`config.mk`:
```
export PLATFORM = sky130hd
export DESIGN_NAME = binary_image_neighbor_counter
export DESIGN_NICKNAME = d
export VERILOG_FILES = /design/src/design/binc_pkg.sv /design/src/design/binary_image_neighbor_counter.sv /design/src/design/binc_ram.sv
export SDC_FILE = /design/constraint.sdc
export NUM_CORES = 2
export LEC_CHECK = 0
export ABC_AREA = 1
export BUFFER_PORTS_ARGS = -buffer_cell sky130_fd_sc_hd__buf_4
export CAP_MARGIN = 5
export CORE_MARGIN = 4
export CORE_UTILIZATION = 45
export DETAILED_ROUTE_END_ITERATION = 10
export GPL_TIMING_DRIVEN = 0
export PLACE_DENSITY = 0.64
export SETUP_SLACK_MARGIN = 0.5
export SLEW_MARGIN = 40
export SYNTH_ARGS = -nofsm -noshare
export SYNTH_HDL_FRONTEND = slang
export SYNTH_HIERARCHICAL = 1
export SYNTH_SLANG_ARGS = --single-unit
```
`constraint.sdc`:
```
create_clock -name clk -period 15.2 [get_ports clk]
set_input_delay 0.76 -clock clk [delete_from_list [all_inputs] [get_ports clk]]
set_output_delay 0.76 -clock clk [all_outputs]
set_load 0.05 [all_outputs]
```
`src/design/binc_pkg.sv`:
```
package binc_pkg;

    // Line store depth and row limit defaults
    localparam int BINC_MAX_WIDTH  = 1024;
    localparam int BINC_MAX_HEIGHT = 1024;

    // Configuration port
    localparam int CFG_W     = 11;
    localparam int CFG_IDX_W = 2;
    localparam int CFG_MAX   = (1 << CFG_W) - 1;

    localparam logic [CFG_IDX_W-1:0] REG_IMAGE_WIDTH     = 2'd0;
    localparam logic [CFG_IDX_W-1:0] REG_IMAGE_HEIGHT    = 2'd1;
    localparam logic [CFG_IDX_W-1:0] REG_COUNT_DIAGONALS = 2'd2;

    localparam logic [CFG_W-1:0] RST_IMAGE_WIDTH     = 11'd1024;
    localparam logic [CFG_W-1:0] RST_IMAGE_HEIGHT    = 11'd1024;
    localparam logic             RST_COUNT_DIAGONALS = 1'b1;

    // Stream payload
    localparam int STREAM_W = 8;
    localparam int COUNT_W  = 4;

    // Line store entry: bit 1 upper row, bit 0 middle row
    localparam int LINE_W = 2;

endpackage

```
`src/design/binary_image_neighbor_counter.sv`:
```
// Pipeline: the input beat that completes a window is registered in stage 1, then in the
//   output register; in item terms results trail the input by image_width + 1 beats.
// Throughput: one input beat per cycle unless the output stalls, set by one line store
//   read at accept and one write back as it leaves stage 1, forwarded on a repeat column.
// Reset: rst_n clears counters, window, pipeline valids and configuration (1024, 1024, 1).
//   The line store is not cleared; rows above the image are masked by the row counter.
module binary_image_neighbor_counter
    import binc_pkg::*;
#(
    parameter int MAX_WIDTH  = BINC_MAX_WIDTH,
    parameter int MAX_HEIGHT = BINC_MAX_HEIGHT
) (
    input  logic                 clk,
    input  logic                 rst_n,
    // Configuration write port
    input  logic                 cfg_wr_en,
    input  logic [CFG_IDX_W-1:0] cfg_index,
    input  logic [CFG_W-1:0]     cfg_data,
    // Pixel stream in
    input  logic                 s_tvalid,
    output logic                 s_tready,
    input  logic [STREAM_W-1:0]  s_tdata,   // [0] pixel, [7:1] zero
    input  logic                 s_tuser,   // [0] func: 0 pixel, 1 drain
    // Result stream out
    output logic                 m_tvalid,
    input  logic                 m_tready,
    output logic [STREAM_W-1:0]  m_tdata,   // [3:0] neighbor_count, [4] empty_pixel, [7:5] zero
    output logic                 m_tlast    // [0] last_pixel
);

    // Address of the line store and effective dimension ranges
    localparam int AW   = $clog2(MAX_WIDTH);
    localparam int W_HI = (MAX_WIDTH < CFG_MAX) ? MAX_WIDTH : CFG_MAX;
    localparam int H_HI = (MAX_HEIGHT < CFG_MAX) ? MAX_HEIGHT : CFG_MAX;
    localparam int WW   = $clog2(W_HI + 1);
    localparam int HW   = $clog2(H_HI + 1);
    // Row counter runs up to two past the last row (the row of the final drain beat)
    localparam int RW   = $clog2(H_HI + 2);
    // Common width for column compares
    localparam int CW   = ((AW + 1) > WW) ? (AW + 1) : WW;

    // ------------------------------------------------------------------
    // Configuration registers
    // ------------------------------------------------------------------
    logic [CFG_W-1:0] width_reg;
    logic [CFG_W-1:0] height_reg;
    logic             diag_reg;

    always_ff @(posedge clk or negedge rst_n)
    begin
        if (!rst_n)
        begin
            width_reg  <= RST_IMAGE_WIDTH;
            height_reg <= RST_IMAGE_HEIGHT;
            diag_reg   <= RST_COUNT_DIAGONALS;
        end
        else if (cfg_wr_en)
        begin
            case (cfg_index)
                REG_IMAGE_WIDTH:     width_reg  <= cfg_data;
                REG_IMAGE_HEIGHT:    height_reg <= cfg_data;
                REG_COUNT_DIAGONALS: diag_reg   <= cfg_data[0];
                default:             ;
            endcase
        end
    end

    // Clamp dimensions to 1 .. limit
    logic [WW-1:0] w_eff;
    logic [HW-1:0] h_eff;

    always_comb
    begin
        if (width_reg == '0)
            w_eff = WW'(1);
        else if (width_reg > CFG_W'(W_HI))
            w_eff = WW'(W_HI);
        else
            w_eff = WW'(width_reg);

        if (height_reg == '0)
            h_eff = HW'(1);
        else if (height_reg > CFG_W'(H_HI))
            h_eff = HW'(H_HI);
        else
            h_eff = HW'(height_reg);
    end

    // ------------------------------------------------------------------
    // Handshake and pipeline control
    // ------------------------------------------------------------------
    logic s1_valid_reg;
    logic out_valid_reg;
    logic advance;
    logic s1_go;
    logic s_accept;

    // Output register is free or being drained this cycle
    assign advance  = !out_valid_reg || m_tready;
    assign s1_go    = s1_valid_reg && advance;
    assign s_tready = !s1_valid_reg || advance;
    assign s_accept = s_tvalid && s_tready;

    // ------------------------------------------------------------------
    // Accept stage: position counters, border flags, end of image
    // ------------------------------------------------------------------
    logic [AW-1:0] ic_reg, ic_next;
    logic [RW-1:0] ir_reg, ir_next;

    logic          acc_icnz;
    logic          acc_ge1;
    logic          acc_ge2;
    logic          acc_lower;
    logic          acc_emit;
    logic          acc_last;
    logic [CW-1:0] ic_p1;

    always_comb
    begin
        acc_icnz  = (ic_reg != '0);
        acc_ge1   = (ir_reg != '0);
        acc_ge2   = (ir_reg >= RW'(2));
        // Drain beats and rows past the image feed clear pixels
        acc_lower = !s_tuser && (ir_reg < RW'(h_eff)) && s_tdata[0];
        acc_emit  = (acc_icnz && acc_ge1) || acc_ge2;
        // Emitted pixel at or past the last row and column ends the image
        if (acc_icnz)
            acc_last = acc_emit && (CW'(ic_reg) >= CW'(w_eff)) && (ir_reg >= RW'(h_eff));
        else
            acc_last = acc_emit && (ir_reg >= (RW'(h_eff) + RW'(1)));

        ic_p1   = CW'(ic_reg) + CW'(1);
        ic_next = ic_reg;
        ir_next = ir_reg;
        if (acc_last)
        begin
            ic_next = '0;
            ir_next = '0;
        end
        else if (ic_p1 >= CW'(w_eff))
        begin
            ic_next = '0;
            ir_next = ir_reg + RW'(1);
        end
        else
        begin
            ic_next = ic_p1[AW-1:0];
        end
    end

    always_ff @(posedge clk or negedge rst_n)
    begin
        if (!rst_n)
        begin
            ic_reg <= '0;
            ir_reg <= '0;
        end
        else if (s_accept)
        begin
            ic_reg <= ic_next;
            ir_reg <= ir_next;
        end
    end

    // ------------------------------------------------------------------
    // Stage 1: beat waiting for its line store word
    // ------------------------------------------------------------------
    logic              s1_lower_reg;
    logic              s1_ge1_reg;
    logic              s1_ge2_reg;
    logic              s1_icnz_reg;
    logic              s1_emit_reg;
    logic              s1_last_reg;
    logic              s1_fwd_reg;
    logic [AW-1:0]     s1_addr_reg;
    logic [LINE_W-1:0] fwd_data_reg;

    always_ff @(posedge clk or negedge rst_n)
    begin
        if (!rst_n)
        begin
            s1_valid_reg <= 1'b0;
        end
        else if (s_accept)
        begin
            s1_valid_reg <= 1'b1;
        end
        else if (s1_go)
        begin
            s1_valid_reg <= 1'b0;
        end
    end

    // Payload of stage 1; forward when the beat in flight writes the same column
    always_ff @(posedge clk)
    begin
        if (s_accept)
        begin
            s1_lower_reg <= acc_lower;
            s1_ge1_reg   <= acc_ge1;
            s1_ge2_reg   <= acc_ge2;
            s1_icnz_reg  <= acc_icnz;
            s1_emit_reg  <= acc_emit;
            s1_last_reg  <= acc_last;
            s1_addr_reg  <= ic_reg;
            s1_fwd_reg   <= s1_go && (s1_addr_reg == ic_reg);
        end
    end

    // ------------------------------------------------------------------
    // Line store: upper and middle rows by column
    // ------------------------------------------------------------------
    logic [LINE_W-1:0] ram_rdata;
    logic [LINE_W-1:0] line_raw;
    logic [LINE_W-1:0] line_wdata;

    assign line_raw   = s1_fwd_reg ? fwd_data_reg : ram_rdata;
    // Shift the column down: middle moves to upper, new pixel to middle
    assign line_wdata = {line_raw[0], s1_lower_reg};

    binc_ram #(
        .DATA_W (LINE_W),
        .DEPTH  (MAX_WIDTH)
    ) u_line_ram (
        .clk     (clk),
        .wr_en   (s1_go),
        .wr_addr (s1_addr_reg),
        .wr_data (line_wdata),
        .rd_en   (s_accept),
        .rd_addr (ic_reg),
        .rd_data (ram_rdata)
    );

    always_ff @(posedge clk)
    begin
        if (s1_go)
        begin
            fwd_data_reg <= line_wdata;
        end
    end

    // ------------------------------------------------------------------
    // Window and neighbor count
    // ------------------------------------------------------------------
    logic [8:0]         win_reg, win_next;
    logic [8:0]         eval_bits;
    logic [2:0]         col_bits;
    logic [COUNT_W-1:0] cnt;
    logic               empty;

    always_comb
    begin
        // Mask rows above the image
        col_bits = {s1_lower_reg, line_raw[0] & s1_ge1_reg, line_raw[1] & s1_ge2_reg};
        if (s1_icnz_reg)
        begin
            win_next  = {col_bits, win_reg[8:3]};
            eval_bits = win_next;
        end
        else
        begin
            // First column: east column lies outside, west columns restart
            eval_bits = {3'b000, win_reg[8:3]};
            win_next  = {col_bits, 6'b000000};
        end
        if (s1_last_reg)
        begin
            win_next = '0;
        end

        empty = !eval_bits[4];
        cnt   = '0;
        if (!empty)
        begin
            cnt = COUNT_W'(eval_bits[1]) + COUNT_W'(eval_bits[3])
                + COUNT_W'(eval_bits[5]) + COUNT_W'(eval_bits[7]);
            if (diag_reg)
            begin
                cnt = cnt + COUNT_W'(eval_bits[0]) + COUNT_W'(eval_bits[2])
                    + COUNT_W'(eval_bits[6]) + COUNT_W'(eval_bits[8]);
            end
        end
    end

    always_ff @(posedge clk or negedge rst_n)
    begin
        if (!rst_n)
        begin
            win_reg <= '0;
        end
        else if (s1_go)
        begin
            win_reg <= win_next;
        end
    end

    // ------------------------------------------------------------------
    // Output register
    // ------------------------------------------------------------------
    logic [COUNT_W-1:0] out_count_reg;
    logic               out_empty_reg;
    logic               out_last_reg;

    always_ff @(posedge clk or negedge rst_n)
    begin
        if (!rst_n)
        begin
            out_valid_reg <= 1'b0;
        end
        else if (s1_go)
        begin
            out_valid_reg <= s1_emit_reg;
        end
        else if (m_tready)
        begin
            out_valid_reg <= 1'b0;
        end
    end

    always_ff @(posedge clk)
    begin
        if (s1_go && s1_emit_reg)
        begin
            out_count_reg <= cnt;
            out_empty_reg <= empty;
            out_last_reg  <= s1_last_reg;
        end
    end

    assign m_tvalid = out_valid_reg;
    assign m_tdata  = {(STREAM_W - COUNT_W - 1)'(0), out_empty_reg, out_count_reg};
    assign m_tlast  = out_last_reg;

`ifndef ASSERT_OFF
    // End of image returns the position counters to the origin
    a_last_restarts: assert property (@(posedge clk) disable iff (!rst_n)
        s_accept && acc_last |=> (ic_reg == '0) && (ir_reg == '0))
        else $error("counters not cleared after last pixel");

    // Row counter never runs past the drain row
    a_row_bound: assert property (@(posedge clk) disable iff (!rst_n)
        ir_reg <= RW'(H_HI + 1))
        else $error("row counter out of range");

    // Window is clear once the last pixel of an image has been evaluated
    a_window_clear: assert property (@(posedge clk) disable iff (!rst_n)
        s1_go && s1_last_reg |=> (win_reg == '0))
        else $error("window not cleared after last pixel");
`endif

endmodule

```
`src/design/binc_ram.sv`:
```
module binc_ram #(
    parameter int DATA_W = 2,
    parameter int DEPTH  = 1024
) (
    input  logic                     clk,
    input  logic                     wr_en,
    input  logic [$clog2(DEPTH)-1:0] wr_addr,
    input  logic [DATA_W-1:0]        wr_data,
    input  logic                     rd_en,
    input  logic [$clog2(DEPTH)-1:0] rd_addr,
    output logic [DATA_W-1:0]        rd_data
);

    logic [DATA_W-1:0] mem [DEPTH];

    always_ff @(posedge clk)
    begin
        if (wr_en)
        begin
            mem[wr_addr] <= wr_data;
        end
    end

    // Registered read; hold the last word while no read is issued
    always_ff @(posedge clk)
    begin
        if (rd_en)
        begin
            rd_data <= mem[rd_addr];
        end
    end

endmodule

```
==> results.md <==
Run status:
- The flow ran to the end, and the final reports show no timing, DRC or antenna violations.

Flow run:
- Across the run, the number of max-cap violations was 0.

Timing:
- The final worst clock skew is 0.05141 ns.
- The relative slew slack is 32.19%.
- The final period demand of the worst path is 4.409 ns.
- The number of hold violations in the final report was 0.
- In the final timing run, aggregate negative setup slack is 0 ns.
- Derived from the worst setup path, the maximum achievable clock frequency is 0.2268 GHz.
- The part of the cycle the worst path needs is 29.00%.
- Setup violations remaining at the end of the flow were counted as 0.
- Setup repair after global routing left no endpoint under its margin.
- The number of max-slew violations in the final report is 0.
- At the pin with the least slew margin, the transition time is 1.017 ns.

Finish:
- The post-route standard cell area excluding fillers is 0.1060 mm^2.
- The final net count is 9,106.
- Compared with the post-synthesis result, the final layout area differs by 15.10%.
- The fraction of final layout cells with drive strength greater than 1 is 11.18%.
- The register containing the most flip-flops in the final layout is u_line_ram/mem.
- The number of flip-flops in the largest register is 2,048.

Synthesis:
- The adder and majority gate portion of the synthesized area is 0.7934%.
- After technology mapping, the gate count stands at 8,609.
- The number of flops mapped to enable cells by yosys is 2,075.
- The leading register cell type out of synthesis is sky130_fd_sc_hd__edfxtp_1.
- The sequential-to-total area share from yosys stat is 69.08%.
- By area, the combinational part of the netlist is dominated by simple AND/OR/NAND/NOR gates.
- A synthesized cell averages 10.70 um^2.
- Yosys instantiated no cell more often than sky130_fd_sc_hd__nand2_1.
- The xor and xnor fraction of the mapped netlist area is 0.2853%.
- The number of synthesis warnings is 6.
- Summed over its instances, the top area cell type makes up 67.66% of the synthesized netlist area.
- Ranked by total cell area, the synthesized netlist is headed by sky130_fd_sc_hd__edfxtp_1, sky130_fd_sc_hd__nand3_1, sky130_fd_sc_hd__nand2_1, sky130_fd_sc_hd__nor2_1, sky130_fd_sc_hd__buf_2.
- Synthesis inferred 2,127 register bits.
- The biggest area consumer among synthesized cells is sky130_fd_sc_hd__edfxtp_1.
- The commonest cells after synthesis are sky130_fd_sc_hd__nand2_1, sky130_fd_sc_hd__edfxtp_1, sky130_fd_sc_hd__nand3_1.
- The compound-gate portion of the synthesized area is 0.4402%.
- The area share of and/or/nand/nor cells after synthesis is 25.48%.
- The area of the mapped netlist is 0.09209 mm^2.
- The portion of synthesized area spent on multiplexers is 0%.
- The number of distinct standard cells referenced by the synthesized netlist is 41.
- The fraction of synthesis flops using an asynchronous set or reset pin is 2.445%.

Worst setup path:
- The worst path arrival time is 5.07 ns.
- STA puts the critical path data required time at 15.86 ns.
- In this run the worst setup path begins at ic_reg[2]$_DFFE_PN0P_.
- The element type at the critical path end is a flip-flop.
- The maximum fanout along the worst path is 10.
- The launching element type of the critical path is a flip-flop.
- The start-to-end type of the worst setup path is flip-flop to flip-flop.
- The worst register-to-register path begins at ic_reg[2]$_DFFE_PN0P_.

Drt:
- For this run, the detailed router's first-pass iteration total came to 9.
- The number of vias per cell after detailed routing is 6.350.
- The number of DRC markers after the initial detailed-route iteration is 14,860.
- The routed layout has 75,640 vias.
- The routed wire length is 386.9 mm.
- The total DRC errors in the routed layout is 0.
- The post-detailed-route wirelength per cell is 32.48 um.
- The count of nets left with antenna violations after detail routing is 0.

Global route:
- The number of antenna violations at the first check in global routing is 33.
- The pin count of the biggest net entering global routing is 98.
- The total overflow left after global routing is 0.
- The via count of the first global-routing pass is 69,920.
- Across every metal layer, demand over resource in global routing totals 35.70%.
- The wire length of the first global-routing pass is 529.1 mm.

Placed design:
- The post-detailed-placement cell area is 0.09925 mm^2.
- The count of buffers from port buffering is 27.
- The half-perimeter wire length after placement is 270.0 mm.
- The global placement routability congestion is 1.006.

Min path:
- The startpoint of the tightest hold check path is cfg_data[10].
- The worst min-delay path category is input pin to flip-flop.

Clock network:
- The tree is rooted in a sky130_fd_sc_hd__clkbuf_16.
- The CTS tree is yes.
- The clock transition time at the flip-flop clock pins of the worst setup and hold paths is 0.06 ns.
- For this design, the sink count on the clock tree is 2,127.
- The CTS H-tree depth is 4.
- Counting the buffers created by CTS gives 214.
- The number of gates resized after cts is 0.
- The worst-skew pair later-pin latency is 0.88 ns.
- The maximum buffer depth of the clock tree is 3.

Floorplanning:
- The die extent in x is 460.4 um.
- The floorplan core area is 0.2029 mm^2.
- The die extent in y is 460.4 um.
- The number of cell rows is 165.
- 38 I/O pins were placed.
- Once the floorplan was initialized, standard cells occupied 45.38% of the core.
- The die covers 0.2120 mm^2.

Power:
- VDD sags by at most 152.9 uV.
- In this run the power density over the cells is 181.2 mW/mm^2.
- Summed over all cells, the static leakage comes to 37.67 nW.
## power breakdown
group          total [mW]  internal [mW]  switching [mW]  leakage, nW
clock network        5.10           2.81            2.29         3.24
registers            6.95           6.88          0.0762         19.4
logic                7.16           1.64            5.52         15.0
## metal layers
| metal | up-vias | wire length, um | global-route usage (%) |
|---|---|---|---|
| met2 | 6792 | 158900 | 50.59 |
| met4 | 14 | 34320 | 25.73 |
| met1 | 36460 | 128100 | 44.40 |
| met3 | 1628 | 65380 | 14.00 |
| li1 | 30740 | - | - |
| met5 | - | 170 | 0.2526 |
## final timing paths
path	end	slack, ns	depth (start not counted)
setup reg to reg	u_line_ram/rd_data[1]$_DFFE_PP_	10.79	13
hold reg to reg	height_reg[6]$_DFFE_PN0P_	0.49	2
min in group asynchronous	win_reg[7]$_DFFE_PN0P_	0.51	2
max in group asynchronous	ic_reg[8]$_DFFE_PN0P_	14.20	2
hold / removal	width_reg[10]$_DFFE_PN1P_	0.17	3
setup / recovery	u_line_ram/rd_data[1]$_DFFE_PP_	10.79	13
## stage by stage
step                hold slack [ns]  std cells  util, %  setup slack (ns)  power, mW
finish                       0.1661      11910    52.23             10.79      19.21
global route                 0.1665      11880    52.19             10.96      19.58
CTS                          0.1196      11870    52.17             11.23      18.79
detailed placement           0.4748      11480    48.91             11.07      13.78
global placement             0.4738      11310    47.13            -13.81      14.28
floorplan                    0.4504       8611        -            0.4626      10.90
## cells in the final DEF (no fill, tap or decap), drive strengths merged, types with 49 or more instances in the layout
| master | instances |
|---|---|
| clkbuf | 551 |
| clkinv | 104 |
| nand2 | 2286 |
| nand3 | 2075 |
| ha | 52 |
| buf | 585 |
| edfxtp | 2075 |
| inv | 142 |
| nor2 | 1085 |
| dfrtp | 49 |
## final cells by class
type / count / area, um^2
Fill cell: 17910 / 96940
Tap cell: 2672 / 3343
Timing Repair Buffer: 196 / 3518
Sequential cell: 2127 / 63620
Multi-Input combinational cell: 5681 / 24950
Inverter: 140 / 530.5
Clock buffer: 278 / 5700
Clock inverter: 117 / 917.1
Antenna cell: 37 / 92.59
Buffer: 663 / 3333
## critical path, stage by stage, from the launching register on
cell	delay (ns)
sky130_fd_sc_hd__dfrtp_1	0.58
sky130_fd_sc_hd__buf_2	0.26
sky130_fd_sc_hd__clkbuf_2	0.69
sky130_fd_sc_hd__clkbuf_1	0.73
sky130_fd_sc_hd__nand3_1	0.30
sky130_fd_sc_hd__nand3_1	0.16
sky130_fd_sc_hd__nand3_1	0.10
sky130_fd_sc_hd__nand3_1	0.14
sky130_fd_sc_hd__nand3_1	0.17
sky130_fd_sc_hd__nand3_1	0.18
sky130_fd_sc_hd__nand3_1	0.21
sky130_fd_sc_hd__nand2_1	0.38
sky130_fd_sc_hd__nand2_1	0.10
sky130_fd_sc_hd__nand2_1	0.20
## cells by family (layout without fill, tap and decap cells)
group                    Yosys count  after routing
AO/OA/AOI/OAI                     75             75
XOR/XNOR                          30             30
adder cells (fa/ha/maj)           56             56
buffers and inverters            803           1394
flip-flops                      2127           2127
other                              1             40
AND/OR/NAND/NOR                 5517           5517
## repair_timing
| action | CTS | global route |
|---|---|---|
| setup endpoints to repair | 0 | 0 |
| setup buffers | 0 | 0 |
| hold buffers | 1 | 0 |
| hold endpoints to repair | 49 | 0 |
Power figures use the tool's default switching activity.
